[config.mk]
export PLATFORM = sky130hd
export DESIGN_NAME = per_cycle_change_trace_encoder_flat
export DESIGN_NICKNAME = d
export VERILOG_FILES = /design/src/sv/pcte_pkg.sv /design/src/sv/pcte_if.sv /design/src/sv/pcte_kv_ram.sv /design/src/sv/per_cycle_change_trace_encoder.sv /design/src/flat_wrapper.sv
export VERILOG_INCLUDE_DIRS = /design/src /design/src/sv
export SDC_FILE = /design/constraint.sdc
export NUM_CORES = 1
export LEC_CHECK = 0
export ABC_AREA = 1
export ABC_CLOCK_PERIOD_IN_PS = 6700
export BUFFER_PORTS_ARGS = -buffer_cell sky130_fd_sc_hd__buf_2
export CAP_MARGIN = 20
export CORE_AREA = 2 2 412 210
export DETAILED_ROUTE_END_ITERATION = 16
export DIE_AREA = 0 0 414 212
export PLACE_DENSITY = 0.66
export SLEW_MARGIN = 20
export SYNTH_ARGS = -nofsm -noshare
export SYNTH_HDL_FRONTEND = slang
export SYNTH_SLANG_ARGS = --single-unit
[constraint.sdc]
create_clock -name clk -period 6.7 [get_ports clk]
set_input_delay 1.34 -clock clk [delete_from_list [all_inputs] [get_ports clk]]
set_output_delay 1.34 -clock clk [all_outputs]
set_load 0.01 [all_outputs]
[src/sv/assert_macros.svh]
// Assertion macros for the RTL of the change trace encoder.
// Depends on nothing; files that assert include it by name.
`ifndef ASSERT_MACROS_SVH
`define ASSERT_MACROS_SVH

// Concurrent assertion that is held off while reset is asserted.
`define PCTE_ASSERT_RST(lbl, clk, rstn, prop, msg) \
  lbl: assert property (@(posedge clk) disable iff (!rstn) prop) else $error(msg);

// Concurrent assertion that is checked at every rising clock edge.
`define PCTE_ASSERT_ALWAYS(lbl, clk, prop, msg) \
  lbl: assert property (@(posedge clk) prop) else $error(msg);

`endif

[src/sv/pcte_pkg.sv]
// Types and constants of the per-cycle change trace encoder.
// Used by the channel interfaces, the entry memory and the top level.
`default_nettype none

package pcte_pkg;

  localparam int MODE_W     = 3;
  localparam int KEY_W      = 16;
  localparam int VAL_W      = 16;
  localparam int SLOT_IDX_W = 4;
  localparam int HDR_REG_W  = 3;
  localparam int HDR_MEM_W  = 4;

  localparam logic [7:0] HDR_PSW_FLAG = 8'h80;

  typedef enum logic [MODE_W-1:0] {
    MODE_RESTART = 3'd0,
    MODE_FLAGS   = 3'd1,
    MODE_STATUS  = 3'd2,
    MODE_REG_WR  = 3'd3,
    MODE_MEM_WR  = 3'd4,
    MODE_END     = 3'd5
  } mode_t;

  typedef enum logic [1:0] {
    KIND_HEADER = 2'd0,
    KIND_PSW    = 2'd1,
    KIND_REG    = 2'd2,
    KIND_MEM    = 2'd3
  } kind_t;

  typedef enum logic [2:0] {
    ST_IDLE,
    ST_SCAN,
    ST_HEAD,
    ST_PSW,
    ST_REG,
    ST_MEM
  } state_t;

  typedef struct packed {
    logic                  we;
    logic [SLOT_IDX_W-1:0] waddr;
    logic [KEY_W-1:0]      wkey;
    logic [VAL_W-1:0]      wval;
    logic                  re;
    logic [SLOT_IDX_W-1:0] raddr;
  } kv_req_t;

  typedef struct packed {
    logic [KEY_W-1:0] key;
    logic [VAL_W-1:0] val;
  } kv_entry_t;

endpackage

`default_nettype wire

[src/sv/pcte_if.sv]
// Valid/ready channel interfaces for trace events and change records.
// Depends on pcte_pkg for the field widths.
`default_nettype none

interface pcte_in_if
  import pcte_pkg::*;
();
  logic              valid;
  logic              ready;
  logic [MODE_W-1:0] mode;
  logic [7:0]        flags_in;
  logic [7:0]        status_in;
  logic [3:0]        reg_index;
  logic [15:0]       reg_value;
  logic [15:0]       mem_address;
  logic [7:0]        mem_value;

  modport source (output valid, mode, flags_in, status_in, reg_index, reg_value,
                  mem_address, mem_value, input ready);
  modport sink (input valid, mode, flags_in, status_in, reg_index, reg_value,
                mem_address, mem_value, output ready);
endinterface

interface pcte_out_if
  import pcte_pkg::*;
();
  logic        valid;
  logic        ready;
  logic [1:0]  record_kind;
  logic [15:0] record_key;
  logic [15:0] record_value;
  logic        last;

  modport source (output valid, record_kind, record_key, record_value, last,
                  input ready);
  modport sink (input valid, record_kind, record_key, record_value, last,
                output ready);
endinterface

`default_nettype wire

[src/sv/pcte_kv_ram.sv]
// Synchronous key/value entry memory, one write and one read port.
// Read data is registered and appears in the cycle after the read request. Uses pcte_pkg.
`default_nettype none

module pcte_kv_ram
  import pcte_pkg::*;
#(
  parameter int DEPTH = 7
) (
  input  wire logic      clk,
  input  wire kv_req_t   req,
  output kv_entry_t      rd_data
);

  localparam int AW = (DEPTH > 1) ? $clog2(DEPTH) : 1;

  kv_entry_t mem [DEPTH];
  kv_entry_t rd_data_r;

  always_ff @(posedge clk) begin
    if (req.we) begin
      mem[req.waddr[AW-1:0]] <= '{key: req.wkey, val: req.wval};
    end
  end

  always_ff @(posedge clk) begin
    if (req.re) begin
      rd_data_r <= mem[req.raddr[AW-1:0]];
    end
  end

  assign rd_data = rd_data_r;

endmodule

`default_nettype wire

[src/sv/per_cycle_change_trace_encoder.sv]
// Flag, status and restart events update state from idle; a register or memory
// write goes straight into an empty table, else the stored entries are scanned.
// With tracing on, end of cycle emits one record per cycle when the output is free,
// the first record via the header state and output register; each stored
// entry is read from its memory. Reset is synchronous, active low: tracking empty,
// flags and status zero, tracing enabled. The entry memories are not cleared.
`default_nettype none
`include "assert_macros.svh"

module per_cycle_change_trace_encoder
  import pcte_pkg::*;
#(
  parameter int REG_SLOTS = 7,
  parameter int MEM_SLOTS = 15
) (
  input  wire logic  clk,
  input  wire logic  rst_n,
  input  wire logic  cfg_we,
  input  wire logic  cfg_wdata,
  pcte_in_if.sink    in_ch,
  pcte_out_if.source out_ch
);

  localparam int REG_CNT_W = $clog2(REG_SLOTS + 1);
  localparam int MEM_CNT_W = $clog2(MEM_SLOTS + 1);

  state_t                state_r, state_nxt;
  logic [SLOT_IDX_W-1:0] idx_r, idx_nxt;
  logic [KEY_W-1:0]      key_r, key_nxt;
  logic [VAL_W-1:0]      val_r, val_nxt;
  logic                  sel_mem_r, sel_mem_nxt;
  logic [REG_CNT_W-1:0]  reg_cnt_r, reg_cnt_nxt;
  logic [MEM_CNT_W-1:0]  mem_cnt_r, mem_cnt_nxt;
  logic                  psw_r, psw_nxt;
  logic [7:0]            flags_r, flags_nxt;
  logic [7:0]            status_r, status_nxt;
  logic                  en_r;

  logic                  ov_r, ov_nxt;
  logic [1:0]            okind_r;
  logic [KEY_W-1:0]      okey_r;
  logic [VAL_W-1:0]      oval_r;
  logic                  olast_r;

  logic                  out_load;
  kind_t                 rec_kind;
  logic [KEY_W-1:0]      rec_key;
  logic [VAL_W-1:0]      rec_val;
  logic                  rec_last;
  logic                  out_free;

  kv_req_t               rg_req, mm_req;
  kv_entry_t             rg_rd, mm_rd;

  logic [SLOT_IDX_W-1:0] idx_inc;
  logic [SLOT_IDX_W-1:0] reg_cnt_x, mem_cnt_x;
  logic [SLOT_IDX_W-1:0] scan_cnt, scan_slots;
  logic [KEY_W-1:0]      scan_key;
  logic                  in_xfer;

  pcte_kv_ram #(.DEPTH(REG_SLOTS)) u_reg_ram (
    .clk     (clk),
    .req     (rg_req),
    .rd_data (rg_rd)
  );

  pcte_kv_ram #(.DEPTH(MEM_SLOTS)) u_mem_ram (
    .clk     (clk),
    .req     (mm_req),
    .rd_data (mm_rd)
  );

  assign idx_inc    = idx_r + 1'b1;
  assign reg_cnt_x  = SLOT_IDX_W'(reg_cnt_r);
  assign mem_cnt_x  = SLOT_IDX_W'(mem_cnt_r);
  assign scan_cnt   = sel_mem_r ? mem_cnt_x : reg_cnt_x;
  assign scan_slots = sel_mem_r ? SLOT_IDX_W'(MEM_SLOTS) : SLOT_IDX_W'(REG_SLOTS);
  assign scan_key   = sel_mem_r ? mm_rd.key : rg_rd.key;
  assign out_free   = !ov_r || out_ch.ready;
  assign in_ch.ready = (state_r == ST_IDLE);
  assign in_xfer    = in_ch.valid && in_ch.ready;

  always_comb begin
    state_nxt   = state_r;
    idx_nxt     = idx_r;
    key_nxt     = key_r;
    val_nxt     = val_r;
    sel_mem_nxt = sel_mem_r;
    reg_cnt_nxt = reg_cnt_r;
    mem_cnt_nxt = mem_cnt_r;
    psw_nxt     = psw_r;
    flags_nxt   = flags_r;
    status_nxt  = status_r;
    rg_req      = '0;
    mm_req      = '0;
    out_load    = 1'b0;
    rec_kind    = KIND_HEADER;
    rec_key     = '0;
    rec_val     = '0;
    rec_last    = 1'b0;

    case (state_r)
      ST_IDLE: begin
        if (in_xfer) begin
          case (in_ch.mode)
            MODE_RESTART: begin
              psw_nxt     = 1'b0;
              reg_cnt_nxt = '0;
              mem_cnt_nxt = '0;
              flags_nxt   = in_ch.flags_in;
              status_nxt  = in_ch.status_in;
            end
            MODE_FLAGS: begin
              flags_nxt = in_ch.flags_in;
              psw_nxt   = 1'b1;
            end
            MODE_STATUS: begin
              status_nxt = in_ch.status_in;
              psw_nxt    = 1'b1;
            end
            MODE_REG_WR: begin
              key_nxt     = KEY_W'(in_ch.reg_index);
              val_nxt     = in_ch.reg_value;
              sel_mem_nxt = 1'b0;
              idx_nxt     = '0;
              if (reg_cnt_r == '0) begin
                rg_req.we    = 1'b1;
                rg_req.wkey  = KEY_W'(in_ch.reg_index);
                rg_req.wval  = in_ch.reg_value;
                reg_cnt_nxt  = REG_CNT_W'(1);
              end else begin
                rg_req.re = 1'b1;
                state_nxt = ST_SCAN;
              end
            end
            MODE_MEM_WR: begin
              key_nxt     = in_ch.mem_address;
              val_nxt     = VAL_W'(in_ch.mem_value);
              sel_mem_nxt = 1'b1;
              idx_nxt     = '0;
              if (mem_cnt_r == '0) begin
                mm_req.we    = 1'b1;
                mm_req.wkey  = in_ch.mem_address;
                mm_req.wval  = VAL_W'(in_ch.mem_value);
                mem_cnt_nxt  = MEM_CNT_W'(1);
              end else begin
                mm_req.re = 1'b1;
                state_nxt = ST_SCAN;
              end
            end
            MODE_END: begin
              if (en_r) begin
                state_nxt = ST_HEAD;
              end else begin
                psw_nxt     = 1'b0;
                reg_cnt_nxt = '0;
                mem_cnt_nxt = '0;
              end
            end
            default: begin
            end
          endcase
        end
      end

      ST_SCAN: begin
        if (scan_key == key_r) begin
          rg_req.we    = !sel_mem_r;
          mm_req.we    = sel_mem_r;
          rg_req.waddr = idx_r;
          mm_req.waddr = idx_r;
          state_nxt    = ST_IDLE;
        end else if (idx_inc == scan_cnt) begin
          if (scan_cnt < scan_slots) begin
            rg_req.we    = !sel_mem_r;
            mm_req.we    = sel_mem_r;
            rg_req.waddr = scan_cnt;
            mm_req.waddr = scan_cnt;
            if (sel_mem_r) begin
              mem_cnt_nxt = mem_cnt_r + 1'b1;
            end else begin
              reg_cnt_nxt = reg_cnt_r + 1'b1;
            end
          end
          state_nxt = ST_IDLE;
        end else begin
          rg_req.re    = !sel_mem_r;
          mm_req.re    = sel_mem_r;
          rg_req.raddr = idx_inc;
          mm_req.raddr = idx_inc;
          idx_nxt      = idx_inc;
        end
        rg_req.wkey = key_r;
        rg_req.wval = val_r;
        mm_req.wkey = key_r;
        mm_req.wval = val_r;
      end

      ST_HEAD, ST_PSW: begin
        if (out_free) begin
          out_load = 1'b1;
          if (state_r == ST_HEAD) begin
            rec_kind = KIND_HEADER;
            rec_val  = VAL_W'((psw_r ? HDR_PSW_FLAG : 8'h00)
                              | {1'b0, HDR_REG_W'(reg_cnt_r), HDR_MEM_W'(mem_cnt_r)});
            rec_last = !psw_r && (reg_cnt_r == '0) && (mem_cnt_r == '0);
          end else begin
            rec_kind = KIND_PSW;
            rec_key  = KEY_W'(status_r);
            rec_val  = VAL_W'(flags_r);
            rec_last = (reg_cnt_r == '0) && (mem_cnt_r == '0);
          end
          idx_nxt = '0;
          if (state_r == ST_HEAD && psw_r) begin
            state_nxt = ST_PSW;
          end else if (reg_cnt_r != '0) begin
            rg_req.re = 1'b1;
            state_nxt = ST_REG;
          end else if (mem_cnt_r != '0) begin
            mm_req.re = 1'b1;
            state_nxt = ST_MEM;
          end else begin
            psw_nxt   = 1'b0;
            state_nxt = ST_IDLE;
          end
        end
      end

      ST_REG: begin
        if (out_free) begin
          out_load = 1'b1;
          rec_kind = KIND_REG;
          rec_key  = rg_rd.key;
          rec_val  = rg_rd.val;
          rec_last = (idx_inc == reg_cnt_x) && (mem_cnt_r == '0);
          if (idx_inc != reg_cnt_x) begin
            rg_req.re    = 1'b1;
            rg_req.raddr = idx_inc;
            idx_nxt      = idx_inc;
          end else if (mem_cnt_r != '0) begin
            mm_req.re = 1'b1;
            idx_nxt   = '0;
            state_nxt = ST_MEM;
          end else begin
            psw_nxt     = 1'b0;
            reg_cnt_nxt = '0;
            state_nxt   = ST_IDLE;
          end
        end
      end

      ST_MEM: begin
        if (out_free) begin
          out_load = 1'b1;
          rec_kind = KIND_MEM;
          rec_key  = mm_rd.key;
          rec_val  = mm_rd.val;
          rec_last = (idx_inc == mem_cnt_x);
          if (idx_inc != mem_cnt_x) begin
            mm_req.re    = 1'b1;
            mm_req.raddr = idx_inc;
            idx_nxt      = idx_inc;
          end else begin
            psw_nxt     = 1'b0;
            reg_cnt_nxt = '0;
            mem_cnt_nxt = '0;
            state_nxt   = ST_IDLE;
          end
        end
      end

      default: begin
        state_nxt = ST_IDLE;
      end
    endcase
  end

  assign ov_nxt = out_load ? 1'b1 : (out_ch.ready ? 1'b0 : ov_r);

  always_ff @(posedge clk) begin
    if (!rst_n) begin
      state_r   <= ST_IDLE;
      reg_cnt_r <= '0;
      mem_cnt_r <= '0;
      psw_r     <= 1'b0;
      flags_r   <= '0;
      status_r  <= '0;
      en_r      <= 1'b1;
      ov_r      <= 1'b0;
    end else begin
      state_r   <= state_nxt;
      reg_cnt_r <= reg_cnt_nxt;
      mem_cnt_r <= mem_cnt_nxt;
      psw_r     <= psw_nxt;
      flags_r   <= flags_nxt;
      status_r  <= status_nxt;
      ov_r      <= ov_nxt;
      if (cfg_we) begin
        en_r <= cfg_wdata;
      end
    end
  end

  always_ff @(posedge clk) begin
    idx_r     <= idx_nxt;
    key_r     <= key_nxt;
    val_r     <= val_nxt;
    sel_mem_r <= sel_mem_nxt;
    if (out_load) begin
      okind_r <= rec_kind;
      okey_r  <= rec_key;
      oval_r  <= rec_val;
      olast_r <= rec_last;
    end
  end

  assign out_ch.valid        = ov_r;
  assign out_ch.record_kind  = okind_r;
  assign out_ch.record_key   = okey_r;
  assign out_ch.record_value = oval_r;
  assign out_ch.last         = olast_r;

  `PCTE_ASSERT_RST(a_reg_cnt_bound, clk, rst_n, reg_cnt_r <= REG_CNT_W'(REG_SLOTS), "register entry count above its slot limit")
  `PCTE_ASSERT_RST(a_mem_cnt_bound, clk, rst_n, mem_cnt_r <= MEM_CNT_W'(MEM_SLOTS), "memory entry count above its slot limit")
  `PCTE_ASSERT_RST(a_scan_idx, clk, rst_n, (state_r == ST_SCAN) |-> (idx_r < scan_cnt), "scan index beyond the filled entries")
  `PCTE_ASSERT_RST(a_reg_emit_idx, clk, rst_n, (state_r == ST_REG) |-> (idx_r < reg_cnt_x), "register record index beyond the filled entries")

endmodule

`default_nettype wire

[src/flat_wrapper.sv]
// flat-port wrapper written by rule: the top's interface ports become plain ports
module per_cycle_change_trace_encoder_flat import pcte_pkg::*;
#(
  parameter int REG_SLOTS = 7,
  parameter int MEM_SLOTS = 15
)
  (clk, rst_n, cfg_we, cfg_wdata, in_ch_valid, in_ch_mode, in_ch_flags_in, in_ch_status_in, in_ch_reg_index, in_ch_reg_value, in_ch_mem_address, in_ch_mem_value, in_ch_ready, out_ch_valid, out_ch_record_kind, out_ch_record_key, out_ch_record_value, out_ch_last, out_ch_ready);
  pcte_in_if in_ch_i ();
  pcte_out_if out_ch_i ();
  input  wire logic clk;
  input  wire logic rst_n;
  input  wire logic cfg_we;
  input  wire logic cfg_wdata;
  input wire logic [$bits(in_ch_i.valid)-1:0] in_ch_valid;
  input wire logic [$bits(in_ch_i.mode)-1:0] in_ch_mode;
  input wire logic [$bits(in_ch_i.flags_in)-1:0] in_ch_flags_in;
  input wire logic [$bits(in_ch_i.status_in)-1:0] in_ch_status_in;
  input wire logic [$bits(in_ch_i.reg_index)-1:0] in_ch_reg_index;
  input wire logic [$bits(in_ch_i.reg_value)-1:0] in_ch_reg_value;
  input wire logic [$bits(in_ch_i.mem_address)-1:0] in_ch_mem_address;
  input wire logic [$bits(in_ch_i.mem_value)-1:0] in_ch_mem_value;
  output wire logic [$bits(in_ch_i.ready)-1:0] in_ch_ready;
  output wire logic [$bits(out_ch_i.valid)-1:0] out_ch_valid;
  output wire logic [$bits(out_ch_i.record_kind)-1:0] out_ch_record_kind;
  output wire logic [$bits(out_ch_i.record_key)-1:0] out_ch_record_key;
  output wire logic [$bits(out_ch_i.record_value)-1:0] out_ch_record_value;
  output wire logic [$bits(out_ch_i.last)-1:0] out_ch_last;
  input wire logic [$bits(out_ch_i.ready)-1:0] out_ch_ready;
  assign in_ch_i.valid = in_ch_valid;
  assign in_ch_i.mode = in_ch_mode;
  assign in_ch_i.flags_in = in_ch_flags_in;
  assign in_ch_i.status_in = in_ch_status_in;
  assign in_ch_i.reg_index = in_ch_reg_index;
  assign in_ch_i.reg_value = in_ch_reg_value;
  assign in_ch_i.mem_address = in_ch_mem_address;
  assign in_ch_i.mem_value = in_ch_mem_value;
  assign in_ch_ready = in_ch_i.ready;
  assign out_ch_valid = out_ch_i.valid;
  assign out_ch_record_kind = out_ch_i.record_kind;
  assign out_ch_record_key = out_ch_i.record_key;
  assign out_ch_record_value = out_ch_i.record_value;
  assign out_ch_last = out_ch_i.last;
  assign out_ch_i.ready = out_ch_ready;
  per_cycle_change_trace_encoder #(.REG_SLOTS(REG_SLOTS), .MEM_SLOTS(MEM_SLOTS)) u_core (.clk(clk), .rst_n(rst_n), .cfg_we(cfg_we), .cfg_wdata(cfg_wdata), .in_ch(in_ch_i), .out_ch(out_ch_i));
endmodule
==> reports/qor.txt <==
RSZ-0062 raised after global routing -> no
Post-Layout Cell Count -> 4,725
I/O Buffers -> 105
Detail Route Antenna Nets -> 0
CTS Buf Count -> 72
Area growth syn-to-layout -> 12.2%
Via count -> 26,400
Final WS setup -> 2.09 ns
H-tree depth -> 3
Wire length per cell -> 22.6 µm
Overall routing resource usage -> 0.242
CTS tree -> built
Tightest Pin Transition -> 1.14 ns
CP Max Fanout -> 24
Mapped Nets -> 3,533
Dpl ws -> 2.27 ns
Clock Pin Slew Worst Setup and Hold Paths -> 0.07 ns
Detailed router's first-iteration violation count -> 3,701
Drt drc -> 0
Main combinational cell family by area after synthesis -> simple AND/OR/NAND/NOR gates
Largest net degree at the start of global routing -> 190
Post-Syn Instances -> 3,459
Final Max Tran Viols -> 0
Synth Area in Simple Gates -> 0.206
# nets final -> 3,613
Row cnt -> 76
Initial Util -> 0.443
Synth unique cells -> 38
Synthesized cell area -> 37,500 µm²
HP Class -> reg -> reg
Crit-path max cell delay -> 0.82 ns
Most frequent cell after synthesis -> nand2_1
Clk_skew -> 0.0252 ns
Vias/cell -> 5.59
CP max-delay cell -> nor2_4
Outcome -> complete, no violations
XOR/XNOR Fraction of Synth Area -> 0.00140
Max Freq -> 217 MHz
Critical path launch point type -> flip-flop
Setup_tns -> 0 ns
WP buf/inv -> 4
Critical-path cell list -> inv_2 > nand2_1 > nand3_1 > nand2_1 > nor2_1 > nand2_1 > nor2_1 > nand2_2 > inv_2 > nand2_1 > nand2_1 > inv_1 > nor2_1 > nand3_1 > nor2_4 > buf_4
Endpoint class of the critical path -> flip-flop
Die area -> 87,800 µm²
Mux contribution to synthesized area -> 0
Power per cell area -> 356 nW/µm²
Area leader, netlist -> edfxtp_1
Delay-heaviest family, CP -> simple AND/OR/NAND/NOR gates
Worst slew margin -> 0.242
Peak supply drop -> 0.220 mV
YS warnings -> 0
Global-route wire length before repair -> 159,000 µm
Sequential cell area fraction in the yosys report -> 0.689
Synth async-reset ratio -> 0
Mean Syn Cell Area -> 10.8 µm²
Setup bufs post-CTS -> 0
Max Cap Viol -> 0
Ratio of cells with drive above 1 in the final layout -> 0.105
Fin util -> 0.497
Final critical-path required period -> 4.61 ns
Top cell type's share of synthesized area -> 0.673
Flops & latches, synth -> 869
Drt total wl -> 107,000 µm
Die height -> 212 µm
Area post-placement -> 39,700 µm²
Most common cell on crit path -> nand2_1
Hold Buf Count CTS -> 0
Number of global-route vias before repair -> 24,100
CTS Buffer Depth -> 3
Critical path arrival -> 4.94 ns
GPL Wtd Cong -> 0.925
Initial antenna violation count -> 2
CTS sink count -> 869
I/O Pins -> 106
Die width -> 414 µm
Largest cells by area after synthesis -> edfxtp_1, nand2_1, nand3_1
HPWL Detailed -> 64,800 µm
Placed cells -> 4,593
Period utilization -> 0.687
Final hold viol count -> 0
Critical Path RT -> 7.03 ns
Router iterations before antenna repair -> 6
CP Class -> reg -> reg
Clock Tree Root -> clkbuf_16
Leak pwr -> 0.0165 µW
Synth Area in Compound Gates -> 0.0460
Finished Cell Area -> 42,000 µm²
CTS resizes -> 0
Adder-cell share of the synthesized area -> 0.00167
Fillers -> 7,464
Core Area -> 84,600 µm²
Number of synthesized flops with an enable pin -> 840
Most used DFF post-synth -> edfxtp_1
Total grt overflow -> 0
Final setup viols -> 0
Skew-Pair Late Insertion Delay -> 0.65 ns
Commonest cells in the netlist -> nand2_1, edfxtp_1, nand3_1, inv_1, nor2_1
where the power goes:
group	internal (µW)	switching, µW	leakage [µW]
sequential	6610	175	0.00801
clock	2230	2010	0.00110
combinational	1060	2890	0.00737
total	9890	5080	0.0165
worst register-to-register path, cell delays in order (launching register included):
cell and delay [ns]:
edfxtp_1 0.41, inv_2 0.45, nand2_1 0.18, nand3_1 0.10, nand2_1 0.06, nor2_1 0.24
nand2_1 0.10, nor2_1 0.17, nand2_2 0.26, inv_2 0.18, nand2_1 0.13, nand2_1 0.15
inv_1 0.09, nor2_1 0.30, nand3_1 0.35, nor2_4 0.82, buf_4 0.31
per-layer routing:
metal  up-vias  GRT usage  wire length [µm]  part of all wire
li1      12000          -                 -                 -
met1     12800      0.389             50300              0.47
met2      1439      0.333             43300              0.40
met3       127     0.0521             11700              0.11
met4         0     0.0494              1680             0.016
met5         -          0                 0                 0
kinds of logic after synthesis:
group | count (synthesis)
AOI/OAI and AO/OA | 267
DFF | 869
adders and majority gates | 5
xor gates and xnor gates | 6
buffers and inverters | 530
and+or+nand+nor | 1782
layout by cell type (no fill, tap or decap), types with 9 or more instances in the layout:
cell	instances
a21oi_1	21
clkinv_1	13
nor2_4	21
nand3b_1	57
o211ai_1	88
clkinv_2	11
a22oi_1	13
nand4_1	9
nand2_1	946
a22o_1	15
inv_1	330
nand3_1	540
buf_12	13
o21ai_1	22
buf_4	76
clkbuf_1	17
o22ai_1	21
nor2_1	158
buf_2	105
clkbuf_16	74
edfxtp_1	840
or2_2	24
o21ai_0	64
dfxtp_1	29
cell type report:
type                    instances  area, µm²  share of cell area
flip-flops and latches        869      25800               0.614
multi-input cells            2060       9870               0.235
clock buffers                  93       1940              0.0462
well taps                    1131       1420              0.0337
repair buffers                196       1400              0.0332
inverters                     340       1280              0.0304
clock inverters                35        320             0.00762
diodes                          1       2.50           0.0000595
registers in the layout, summed over array words and instances, names as in the netlist, 16 cells and up:
signal / cells
u_core.u_mem_ram.rd_data: 32
u_core.key_r: 16
u_core.val_r: 16
u_core.out_ch.record_value: 16
u_core.u_reg_ram.mem: 224
u_core.u_mem_ram.mem: 480
u_core.out_ch.record_key: 16
u_core.u_reg_ram.rd_data: 32
stage by stage:
stage	hold WS, ns	total power [µW]
final	0.464	15000
after global routing	0.487	15600
after detailed placement	0.450	10700
after floorplan	0.425	9290
after CTS	0.459	14900
after global placement	0.442	10700
path summary, 6_finish.rpt:
path	end	cells past startpoint	startpoint	slack [ns]
worst max-delay path	u_core.u_mem_ram.mem[2][7]	16	u_core.sel_mem_r	2.09
worst min-delay path	u_core.flags_r[7]	2	u_core.flags_r[7]	0.46
worst max register to register	u_core.u_mem_ram.mem[2][7]	16	u_core.sel_mem_r	2.09
worst min register to register	u_core.flags_r[7]	2	u_core.flags_r[7]	0.46
No activity file was read; power rests on OpenSTA's default activity.
